$ cat src/rtl/dfs_pkg.sv
`default_nettype none
package dfs_pkg;

    // Largest graph the engine holds; node indices are five bits wide.
    localparam int MAX_NODES = 32;

    typedef enum logic [2:0] {
        OP_ADD  = 3'd0,
        OP_REM  = 3'd1,
        OP_TEST = 3'd2,
        OP_FULL = 3'd3,
        OP_DEP  = 3'd4
    } op_t;

    typedef enum logic [2:0] {
        K_DONE  = 3'd0,
        K_EDGE  = 3'd1,
        K_NODE  = 3'd2,
        K_CYCLE = 3'd3,
        K_ERROR = 3'd4
    } kind_t;

    typedef enum logic [1:0] {
        COL_WHITE = 2'd0,
        COL_GRAY  = 2'd1,
        COL_BLACK = 2'd2
    } colour_t;

    typedef enum logic [3:0] {
        ST_IDLE,
        ST_CLEAR,
        ST_ROOT,
        ST_LOAD,
        ST_SCAN,
        ST_CHECK,
        ST_EMIT,
        ST_DONE
    } state_t;

endpackage
`default_nettype wire

$ cat src/rtl/dfs_scan.sv
`default_nettype none
// Neighbour scan unit: from a start index, finds the lowest set bit at or
// above it in a row, limited to the nodes in use.
module dfs_scan #(
    parameter int N  = 32,
    parameter int IW = 5
) (
    input  wire logic [N-1:0]  row,
    input  wire logic [IW-1:0] from_idx,
    input  wire logic [IW:0]   limit,
    output logic               found,
    output logic [IW-1:0]      idx
);
    logic [N-1:0] masked;

    always_comb
    begin
        for (int i = 0; i < N; i++)
        begin
            masked[i] = row[i] && (i >= int'(from_idx)) && (i < int'(limit));
        end
        found = 1'b0;
        idx   = '0;
        for (int i = N - 1; i >= 0; i--)
        begin
            if (masked[i])
            begin
                found = 1'b1;
                idx   = IW'(i);
            end
        end
    end
endmodule
`default_nettype wire

$ cat src/rtl/dfs_topological_sort_engine_core.sv
`default_nettype none
// Depth-first topological sort engine. A command is taken when start is high
// and busy is low; results come back one beat per cycle on the result ports,
// each marked by out_valid for exactly one cycle, and the receiver cannot hold
// them off. Edge add, remove and test answer with a single beat, registered
// from the done state, and no new command is taken until it has gone out. A
// sort first whitens every entry of the colour table and then walks the graph:
// the root state tries each root candidate in turn, the load, scan and check
// states run every time a node comes to the top of the stack, which happens
// once when it is pushed and once more each time a child returns to it, and a
// neighbour that is found already finished costs another pass through scan and
// check. The walk is followed by one beat per emitted node and a closing beat;
// a cycle report is a single beat instead of the list. The scan of one
// adjacency row is done by a single shared priority unit that is reused for
// every step of the walk. MAX_NODES is fixed in the package. node_count is
// clamped to 1..MAX_NODES.
module dfs_topological_sort_engine_core (
    input  wire logic       clk,
    input  wire logic       rst_n,
    input  wire logic       start,
    output logic            busy,
    input  wire logic [2:0] op,
    input  wire logic [4:0] from_node,
    input  wire logic [4:0] to_node,
    input  wire logic       cfg_we,
    input  wire logic [5:0] cfg_wdata,
    output logic            out_valid,
    output logic [2:0]      kind,
    output logic [4:0]      node,
    output logic            edge_present,
    output logic            last
);
    localparam int MAX_NODES = dfs_pkg::MAX_NODES;
    localparam int IW = $clog2(MAX_NODES);
    localparam int CW = IW + 1;

    // Adjacency row memory, colour table, walk stack and order buffer.
    logic [MAX_NODES-1:0] adj_mem [MAX_NODES];
    logic [1:0]           col_mem [MAX_NODES];
    logic [IW-1:0]        stk_node [MAX_NODES];
    logic [CW-1:0]        stk_next [MAX_NODES];
    logic [IW-1:0]        ord_mem [MAX_NODES];

    dfs_pkg::state_t state_reg, state_next;
    logic [CW-1:0] ncount_reg;
    logic [2:0]    op_reg;
    logic [IW-1:0] from_reg, to_reg;
    logic [CW-1:0] sp_reg, sp_next;
    logic [CW-1:0] emit_reg, emit_next;
    logic [CW-1:0] idx_reg, idx_next;
    logic [CW-1:0] root_reg, root_next;
    logic [IW-1:0] v_reg, v_next;
    logic [CW-1:0] k_reg, k_next;
    logic [MAX_NODES-1:0] row_reg;
    logic          cand_reg;
    logic [IW-1:0] w_reg;

    logic          sc_found;
    logic [IW-1:0] sc_idx;
    logic [5:0]    cfg_clamped;
    logic          from_ok, to_ok;

    // Result beat register.
    logic       ov_reg;
    logic [2:0] kind_reg;
    logic [4:0] node_reg;
    logic       ep_reg, last_reg;

    assign from_ok = {1'b0, from_reg} < ncount_reg;
    assign to_ok   = {1'b0, to_reg} < ncount_reg;

    // One shared scan unit serves every neighbour search of the walk.
    dfs_scan #(.N(MAX_NODES), .IW(IW)) u_scan (
        .row      (row_reg),
        .from_idx (k_reg[IW-1:0]),
        .limit    ((k_reg >= CW'(MAX_NODES)) ? CW'(0) : ncount_reg),
        .found    (sc_found),
        .idx      (sc_idx)
    );

    always_comb
    begin
        if (cfg_wdata == 6'd0)
            cfg_clamped = 6'd1;
        else if (int'(cfg_wdata) > MAX_NODES)
            cfg_clamped = 6'(MAX_NODES);
        else
            cfg_clamped = cfg_wdata;
    end

    always_ff @(posedge clk or negedge rst_n)
    begin
        if (!rst_n)
            ncount_reg <= CW'(MAX_NODES);
        else if (cfg_we)
            ncount_reg <= CW'(cfg_clamped);
    end

    // Adjacency is cleared at reset; it is small enough to live in flops.
    always_ff @(posedge clk or negedge rst_n)
    begin
        if (!rst_n)
        begin
            for (int i = 0; i < MAX_NODES; i++)
            begin
                adj_mem[i] <= '0;
            end
        end
        else if (state_reg == dfs_pkg::ST_DONE && from_ok && to_ok)
        begin
            if (op_reg == dfs_pkg::OP_ADD)
                adj_mem[from_reg][to_reg] <= 1'b1;
            else if (op_reg == dfs_pkg::OP_REM)
                adj_mem[from_reg][to_reg] <= 1'b0;
        end
    end

    always_ff @(posedge clk or negedge rst_n)
    begin
        if (!rst_n)
        begin
            state_reg <= dfs_pkg::ST_IDLE;
            sp_reg    <= '0;
            emit_reg  <= '0;
            idx_reg   <= '0;
            root_reg  <= '0;
            v_reg     <= '0;
            k_reg     <= '0;
        end
        else
        begin
            state_reg <= state_next;
            sp_reg    <= sp_next;
            emit_reg  <= emit_next;
            idx_reg   <= idx_next;
            root_reg  <= root_next;
            v_reg     <= v_next;
            k_reg     <= k_next;
        end
    end

    always_ff @(posedge clk)
    begin
        if (start && !busy)
        begin
            op_reg   <= op;
            from_reg <= from_node;
            to_reg   <= to_node;
        end
    end

    // Colour table, stack, order buffer and scan register writes.
    always_ff @(posedge clk)
    begin
        unique case (state_reg)
            dfs_pkg::ST_CLEAR:
            begin
                col_mem[idx_reg[IW-1:0]] <= dfs_pkg::COL_WHITE;
            end
            dfs_pkg::ST_ROOT:
            begin
                if (state_next == dfs_pkg::ST_LOAD)
                begin
                    col_mem[root_reg[IW-1:0]] <= dfs_pkg::COL_GRAY;
                    stk_node[0] <= root_reg[IW-1:0];
                    stk_next[0] <= '0;
                end
            end
            dfs_pkg::ST_LOAD:
            begin
                row_reg <= adj_mem[stk_node[sp_reg[IW-1:0] - IW'(1)]];
            end
            dfs_pkg::ST_SCAN:
            begin
                cand_reg <= sc_found;
                w_reg    <= sc_idx;
            end
            dfs_pkg::ST_CHECK:
            begin
                if (!cand_reg)
                begin
                    col_mem[v_reg] <= dfs_pkg::COL_BLACK;
                    if (int'(emit_reg) < MAX_NODES)
                        ord_mem[emit_reg[IW-1:0]] <= v_reg;
                end
                else if (col_mem[w_reg] == dfs_pkg::COL_WHITE)
                begin
                    stk_next[sp_reg[IW-1:0] - IW'(1)] <= CW'(w_reg) + CW'(1);
                    col_mem[w_reg] <= dfs_pkg::COL_GRAY;
                    stk_node[sp_reg[IW-1:0]] <= w_reg;
                    stk_next[sp_reg[IW-1:0]] <= '0;
                end
            end
            default:
            begin
            end
        endcase
    end

    always_comb
    begin
        state_next = state_reg;
        sp_next    = sp_reg;
        emit_next  = emit_reg;
        idx_next   = idx_reg;
        root_next  = root_reg;
        v_next     = v_reg;
        k_next     = k_reg;
        unique case (state_reg)
            dfs_pkg::ST_IDLE:
            begin
                if (start && !busy)
                begin
                    idx_next  = '0;
                    emit_next = '0;
                    sp_next   = '0;
                    root_next = (op == dfs_pkg::OP_DEP) ? CW'(from_node) : '0;
                    if (op == dfs_pkg::OP_FULL
                        || (op == dfs_pkg::OP_DEP && {1'b0, from_node} < ncount_reg))
                        state_next = dfs_pkg::ST_CLEAR;
                    else
                        state_next = dfs_pkg::ST_DONE;
                end
            end
            dfs_pkg::ST_CLEAR:
            begin
                idx_next = idx_reg + CW'(1);
                if (int'(idx_reg) == MAX_NODES - 1)
                begin
                    // The root state uses the index as a walked-once flag.
                    idx_next = '0;
                    state_next = dfs_pkg::ST_ROOT;
                end
            end
            dfs_pkg::ST_ROOT:
            begin
                if (op_reg == dfs_pkg::OP_DEP)
                begin
                    if (idx_reg != '0)
                    begin
                        idx_next = '0;
                        state_next = dfs_pkg::ST_EMIT;
                    end
                    else
                    begin
                        idx_next = CW'(1);
                        sp_next  = CW'(1);
                        state_next = dfs_pkg::ST_LOAD;
                    end
                end
                else if (root_reg >= ncount_reg)
                begin
                    idx_next = '0;
                    state_next = (emit_reg == ncount_reg) ? dfs_pkg::ST_EMIT
                                                          : dfs_pkg::ST_DONE;
                end
                else if (col_mem[root_reg[IW-1:0]] == dfs_pkg::COL_WHITE)
                begin
                    sp_next = CW'(1);
                    state_next = dfs_pkg::ST_LOAD;
                end
                else
                    root_next = root_reg + CW'(1);
            end
            dfs_pkg::ST_LOAD:
            begin
                v_next = stk_node[sp_reg[IW-1:0] - IW'(1)];
                k_next = stk_next[sp_reg[IW-1:0] - IW'(1)];
                state_next = dfs_pkg::ST_SCAN;
            end
            dfs_pkg::ST_SCAN:
            begin
                state_next = dfs_pkg::ST_CHECK;
            end
            dfs_pkg::ST_CHECK:
            begin
                if (cand_reg && col_mem[w_reg] == dfs_pkg::COL_BLACK)
                begin
                    k_next = CW'(w_reg) + CW'(1);
                    state_next = dfs_pkg::ST_SCAN;
                end
                else if (cand_reg && col_mem[w_reg] == dfs_pkg::COL_WHITE)
                begin
                    sp_next = sp_reg + CW'(1);
                    state_next = dfs_pkg::ST_LOAD;
                end
                else
                begin
                    if (!cand_reg && int'(emit_reg) < MAX_NODES)
                        emit_next = emit_reg + CW'(1);
                    sp_next = sp_reg - CW'(1);
                    if (sp_reg == CW'(1))
                    begin
                        state_next = dfs_pkg::ST_ROOT;
                        if (op_reg != dfs_pkg::OP_DEP)
                            root_next = root_reg + CW'(1);
                    end
                    else
                        state_next = dfs_pkg::ST_LOAD;
                end
            end
            dfs_pkg::ST_EMIT:
            begin
                if (idx_reg == emit_reg)
                    state_next = dfs_pkg::ST_IDLE;
                else
                    idx_next = idx_reg + CW'(1);
            end
            dfs_pkg::ST_DONE:
            begin
                state_next = dfs_pkg::ST_IDLE;
            end
            default:
            begin
                state_next = dfs_pkg::ST_IDLE;
            end
        endcase
    end

    // Result beat, registered from the emit and done states.
    always_ff @(posedge clk or negedge rst_n)
    begin
        if (!rst_n)
            ov_reg <= 1'b0;
        else
            ov_reg <= (state_reg == dfs_pkg::ST_EMIT) || (state_reg == dfs_pkg::ST_DONE);
    end

    always_ff @(posedge clk)
    begin
        kind_reg <= dfs_pkg::K_DONE;
        node_reg <= '0;
        ep_reg   <= 1'b0;
        last_reg <= 1'b1;
        if (state_reg == dfs_pkg::ST_EMIT)
        begin
            if (idx_reg != emit_reg)
            begin
                kind_reg <= dfs_pkg::K_NODE;
                node_reg <= 5'(ord_mem[idx_reg[IW-1:0]]);
                last_reg <= 1'b0;
            end
        end
        else if (state_reg == dfs_pkg::ST_DONE)
        begin
            if (op_reg == dfs_pkg::OP_FULL)
                kind_reg <= dfs_pkg::K_CYCLE;
            else if (op_reg > dfs_pkg::OP_TEST || !from_ok || !to_ok)
                kind_reg <= dfs_pkg::K_ERROR;
            else if (op_reg == dfs_pkg::OP_TEST)
            begin
                kind_reg <= dfs_pkg::K_EDGE;
                ep_reg   <= adj_mem[from_reg][to_reg];
            end
        end
    end

    assign busy         = (state_reg != dfs_pkg::ST_IDLE) || ov_reg;
    assign out_valid    = ov_reg;
    assign kind         = kind_reg;
    assign node         = node_reg;
    assign edge_present = ep_reg;
    assign last         = last_reg;
endmodule
`default_nettype wire

$ cat config.mk
export PLATFORM = sky130hd
export DESIGN_NAME = dfs_topological_sort_engine_core
export DESIGN_NICKNAME = d
export VERILOG_FILES = /design/src/rtl/dfs_pkg.sv /design/src/rtl/dfs_scan.sv /design/src/rtl/dfs_topological_sort_engine_core.sv
export SDC_FILE = /design/constraint.sdc
export NUM_CORES = 2
export LEC_CHECK = 0
export BUFFER_PORTS_ARGS = -buffer_cell sky130_fd_sc_hd__clkbuf_2
export CORE_AREA = 4 4 481 436
export DETAILED_ROUTE_END_ITERATION = 8
export DIE_AREA = 0 0 485 440
export HOLD_SLACK_MARGIN = 0.1
export PLACE_DENSITY = 0.59
export SKIP_CTS_REPAIR_TIMING = 1
export SYNTH_ARGS = -nofsm -noshare
export SYNTH_HDL_FRONTEND = slang
export SYNTH_HIERARCHICAL = 1
export SYNTH_SLANG_ARGS = --single-unit
export TNS_END_PERCENT = 20
$ cat constraint.sdc
create_clock -name clk -period 5.72 [get_ports clk]
set_clock_uncertainty 0.1 [all_clocks]
set_input_delay 0 -clock clk [delete_from_list [all_inputs] [get_ports clk]]
set_output_delay 0 -clock clk [all_outputs]
set_load 0.05 [all_outputs]
Word-level counts from Yosys, hierarchy flattened:

Memory sizes are Yosys's and may differ from the RTL's. A register that Yosys moved wholly into a read port is not among the register bits.
Index checks and enable logic that the tools add are counted.

* flip-flop bits (word level): 1126
* latch bits: 0
* RAM bits: 576
* memory bits (read-only): 0
* bits of input ports: 23
* output and inout port bits: 12
* word-level logic and storage cells: 426
* memories: 4

Memory list
* stk_next: depth 32, bits a word 6, rd ports 1, clocked after memory_dff 0, write ports 2, RTL line dfs_topological_sort_engine_core.sv:41 `logic [CW-1:0] stk_next [MAX_NODES];`
* ord_mem: depth 32, bits a word 5, rd ports 1, clocked after memory_dff 1, write ports 1, RTL line dfs_topological_sort_engine_core.sv:42 `logic [IW-1:0] ord_mem [MAX_NODES];`
* stk_node: depth 32, bits a word 5, rd ports 1, clocked after memory_dff 0, write ports 1, RTL line dfs_topological_sort_engine_core.sv:40 `logic [IW-1:0] stk_node [MAX_NODES];`
* col_mem: depth 32, bits a word 2, rd ports 2, clocked after memory_dff 0, write ports 1, RTL line dfs_topological_sort_engine_core.sv:39 `logic [1:0] col_mem [MAX_NODES];`

* add/sub/neg operators: 7
* $mul: 0
* divide/modulo/power cells: 0
* order comparisons: 76
* eq/ne operators: 36
* shift operators: 0
* muxes and demuxes: 130
* bitwise logic cells: 7
* reductions and logical operators: 112

Operator list (count)
* $mux W1024: 2
* $and A1024 B1024 Y1024: 1
* $not A1024 Y1024: 1
* $or A1024 B1024 Y1024: 1
* $bmux W32 S5: 2
* $mux W6: 27
* $demux W32 S5: 1
* $mux W32: 5
* $mux W5: 23
* $lt A5 B6 Y1 const A: 16
* $ge A5 B5 Y1 const A: 15
* $logic_and A1 B1 Y1: 72
* $mux W4: 14
* $lt A4 B6 Y1 const A: 8
* $ge A4 B5 Y1 const A: 8
* $pmux W6 S3: 2
* $mux W3: 11
* $mux W1: 31
* $reduce_or A31 Y1: 1
* $pmux W4 S7: 1
* $add A6 B1 Y6 const B: 4
* $lt A3 B6 Y1 const A: 4
* $pmux W6 S2: 2
* $pmux W6 S4: 1
* 56 further kinds: 115

Depth between registers and ports, before layout:

* word-level depth: 35
* gate-level depth with buffers: 18
* gate-level depth less buffers: 12

Cells and area by module:

Netlist, hierarchy kept.

By module, submodules not included
* dfs_topological_sort_engine_core: instances 1, cells each 8218, area an instance 90219.0 sq um, seq. area each 43983.4 sq um
* dfs_scan: instances 1, cells each 225, area an instance 1492.7 sq um, seq. area each 0.0 sq um

Worst setup path after synthesis:

Ideal clock, no wire load.

* path type: flip-flop to flip-flop
* from: reg sp_reg[0]
* to: reg row_reg[10], data pin
* setup time: 0.260 ns
* data arrival time: 4.692 ns
* data required time: 5.360 ns
* slack: 0.668 ns
* stages on the path, launching flop included: 19
* path buffers: 9
* clock period less this slack: 5.052 ns
* path through: dfrtp_1 -> buf_4 -> buf_6 -> buf_4 -> buf_2 -> buf_4 -> clkinv_1 -> ha_1 -> buf_2 -> buf_2 -> clkbuf_1 -> mux4_2 -> mux4_2 -> mux2i_1 -> nor2b_1 -> nand2_1 -> clkbuf_1 -> o22ai_1 -> nor4_1

* longest elaborated chain between the ends: 6

Ends and longest elaborated chain
* start: declaration: RTL line dfs_topological_sort_engine_core.sv:48 `logic [CW-1:0] sp_reg, sp_next;`
* start signal: assignment: RTL line dfs_topological_sort_engine_core.sv:133 `sp_reg <= sp_next;`
* $sub A5 B1 Y5: RTL line dfs_topological_sort_engine_core.sv:171 `row_reg <= adj_mem[stk_node[sp_reg[IW-1:0] - IW'(1)]];`
* $mem_v2 Z32 W5
* $not A5 Y6 (not written as such): RTL line dfs_topological_sort_engine_core.sv:171
* $bmux W32 S5: RTL line dfs_topological_sort_engine_core.sv:171
* $mux W32 (not written as such) (2 in series): RTL line dfs_topological_sort_engine_core.sv:171
* end signal: assignment: RTL line dfs_topological_sort_engine_core.sv:171
* end: declaration: RTL line dfs_topological_sort_engine_core.sv:54 `logic [MAX_NODES-1:0] row_reg;`

Every way passes these cells. The select of a mux whose other input is x is not followed.
A chain may end at the register's enable or synchronous reset.

Final worst setup path:

* from: reg sp_reg[1]
* to: reg row_reg[27], data pin

Same word-level chain as after synthesis.

==> results.cfg <==
[hold_path]
hold_depth = 5
worstHoldPathType = in -> reg
hp-start = op[0]
hold_path_end = root_reg[1]$_DFFE_PN0P_

[clocking]
clock-sinks = 1712
cts_inserted_buffers = 181
cts_buffer_depth = 3
cts.clk_slew.worst_paths_ps = 60
clockRootBuffer = clkbuf_16
h-tree-depth = 4
cts_tree = built
clkLatencyLatePin_ps = 840

[timing]
finalSetupTns_ps = 0
fmax_ghz = 0.1980
finalHoldViolCount = 0
finalMaxSlewViolations = 0
setup_viol = 0
rsz0062_at_grt = false
period_needed_ps = 5050
slew_headroom_pct = 19.69
worstMarginPinSlew_ps = 1198
fin_crit_sh_pct = 88.28

[setup_path]
crit_fanout = 40
cp_slowest_cell = ha_4
reg2reg_depth = 12
cp.required_ps = 6260
crit_top_cell = buf_4
slowest_delay_ps = 710
reg2reg_from = sp_reg[1]$_DFFE_PN0P_
cp-end-kind = flop
r2r_end = row_reg[27]$_DFFE_PP_
worstSetupPathType = reg -> reg
rrSetupSlack_ps = 670
worst_setup_path_start_kind = flop
crit_chain = inv_1 > ha_4 > buf_4 > mux4_2 > mux4_2 > mux2i_1 > buf_4 > or3_2 > buf_4 > buf_4 > o22ai_1 > nor4_1
crit_arrival_ps = 5590

[power]
p_switching_mw = 26.74
power_switching_share_pct = 47.36
leakagePower_nw = 39.79
clockPowerShare_pct = 21.7
ir_worst_vdd_v = 0.001169
intPower_mw = 29.72
p_comb_share_pct = 53.7
cellPowerDensity_nw_per_um2 = 555.4
sequentialPowerShare_pct = 24.6

[final_layout]
layout-drive-gt1-share_pct = 24.40
nets = 8231
design_area_sq_um = 101700
areaGrowthSynthToFinish_pct = 10.85

[place]
placed_cell_area_sq_um = 94920
hpwlAfterDp_mm = 174.6
place_congestion = 0.8769
portBuffers = 34

[global_route]
grt_usage_pct = 26.74
grt_max_degree = 211
grt_pass1_wl_mm = 441.5
grt_pass1_vias = 68380
antenna_found_initial = 6
overflow = 0

[routing]
drt_iter0_drc = 7331
wl_per_cell_microns = 26.42
drc = 0
via_per_inst = 6.359
wl_mm = 292.0
postRouteAntennaNets = 0
via_count = 70270
drtPass1Iterations = 9

[yosys]
synth.distinct_cells = 111
synth_cells = 8443
synth_area_sq_um = 91710
synth_top_area_share_pct = 29.17
synth_ff_type = dfrtp_1
synth_top_area_cell = dfrtp_1
synth_edf_count = 435
synth_area_leaders = dfrtp_1, edfxtp_1, mux2_2
ys_ff_latch = 1712
yosysWarningCount = 6
yosysSeqAreaShare_pct = 47.96
synthArstFlopShare_pct = 62.50
postSynthAreaPerCell_sq_um = 10.86
syn-num-nets = 8497

[die]
rows = 158
die_h_microns = 440
core_area_sq_um = 204800
fp.dieW_microns = 485
die-area_sq_um = 213400
ios = 35
start_util_pct = 44.78

[flow_run]
maxCapViolations = 0

[status]
status = finished clean
[synthesized netlist by cell type, drive strengths merged, types with 11 or more instances]
cell type and n:
a211oi 265, a221oi 29, dfrtp 1069, nor4 44, nand2b 18, mux2 1049
a21oi 171, mux4 393, mux2i 129, or2 11, a22o 23, nand3 74
nor3 291, and3 14, nor2b 19, a21o 13, a31oi 265, edfxtp 435
o21ai 132, nand2 1618, inv 29, clkbuf 561, xnor2 14, nor2 556
buf 188, o211ai 30, o22ai 137, nor3b 14, nand4 42, or3 14
ha 31, and2 272, dfxtp 207, a22oi 118, nand3b 25
[cells in the final DEF (no fill, tap or decap), drive strengths merged, types with 29 or more instances in the layout]
cell | synthesis | routed
mux2i | 129 | 129
buf | 188 | 216
nor4 | 44 | 44
nor3 | 291 | 291
a211oi | 265 | 265
o22ai | 137 | 137
mux2 | 1049 | 1049
dfrtp | 1069 | 1069
and2 | 272 | 272
inv | 29 | 35
o211ai | 30 | 30
dfxtp | 207 | 207
dlygate4sd3 | 0 | 51
a22oi | 118 | 118
ha | 31 | 31
o21ai | 132 | 132
a31oi | 265 | 265
nand2 | 1618 | 1618
nor2 | 556 | 556
nand4 | 42 | 42
clkbuf | 561 | 294
mux4 | 393 | 393
clkinv | 2 | 49
nand3 | 74 | 74
a221oi | 29 | 29
a21oi | 171 | 171
edfxtp | 435 | 435
[kinds of logic (layout without fill, tap and decap cells)]
| kind of cell | after synthesis | after routing | synth area share [%] |
|---|---|---|---|
| and+or+nand+nor | 3042 | 3042 | 14.55 |
| DFF | 1712 | 1712 | 47.96 |
| muxes | 1571 | 1571 | 23.96 |
| AOI/OAI and AO/OA | 1283 | 1283 | 9.408 |
| buffers and inverters | 780 | 666 | 3.472 |
| adders and majority gates | 31 | 31 | 0.4229 |
| xor gates and xnor gates | 23 | 23 | 0.2278 |
| other | 1 | 3 | 0.004089 |
[worst max-delay path: cells and delay by family, from the launching register on]
| kind | cells | cell delay (ps) |
|---|---|---|
| flip-flops | 1 | 530 |
| AND/OR/NAND/NOR | 2 | 950 |
| adder cells (fa/ha/maj) | 1 | 710 |
| AO/OA/AOI/OAI | 1 | 70 |
| buffers and inverters | 5 | 1360 |
| multiplexers | 3 | 1080 |
[per-stage QoR]
| stage | utilization, % | instances | hold WS (ps) | power (mW) | setup slack [ps] |
|---|---|---|---|---|---|
| 2_1_floorplan | - | 8443 | -395.6 | 32.53 | 667.9 |
| 3_3_place_gp | 46.35 | 10660 | -29.04 | 43.39 | 922.2 |
| 3_5_place_dp | 46.35 | 10660 | -28.50 | 43.73 | 777.5 |
| 4_1_cts | 49.37 | 11000 | -936.0 | 56.02 | 760.4 |
| 5_1_grt | 49.64 | 11050 | 133.9 | 58.90 | 500.5 |
| 6_report | 49.64 | 11050 | 104.4 | 56.46 | 670.2 |
[power by group through the flow]
stage	Combinational [mW]	Clock [mW]	Sequential [mW]
6_report	30.3	12.2	13.9
5_1_grt	32.0	13.0	13.9
4_1_cts	29.7	12.5	13.9
3_5_place_dp	29.6	0	14.1
3_3_place_gp	29.3	0	14.1
2_1_floorplan	18.6	0	14.0
[per-layer routing]
metal	vias to the layer above	share of wire, %	global-route usage [%]
met2	3139	44	40.44
met5	-	0	0
met3	648	9.0	5.843
met4	0	3.8	9.379
met1	36090	43	38.06
li1	30400	-	-
[how the worst max path moves through the flow]
stage	from	endpoint	slack, ps
2_1_floorplan	sp_reg[0]$_DFFE_PN0P_	row_reg[10]$_DFFE_PP_	670
6_report	sp_reg[1]$_DFFE_PN0P_	row_reg[27]$_DFFE_PP_	670
3_3_place_gp	flop	col_mem[9][1]$_DFFE_PP_	920
4_1_cts	sp_reg[1]$_DFFE_PN0P_	row_reg[27]$_DFFE_PP_	760
5_1_grt	flop	col_mem[17][0]$_DFFE_PP_	500
3_5_place_dp	flop	col_mem[17][0]$_DFFE_PP_	780
[area by class of cell]
cell class | instances | area [sq um]
diodes | 2 | 5.005
clock inverters | 74 | 954.7
inverters | 31 | 116.4
fillers | 18120 | 103100
well taps | 2720 | 3403
clock buffers | 261 | 5236
flip-flops and latches | 1712 | 43990
multi-input cells | 5951 | 44790
repair buffers | 300 | 3163
Power figures use the tool's default switching activity.
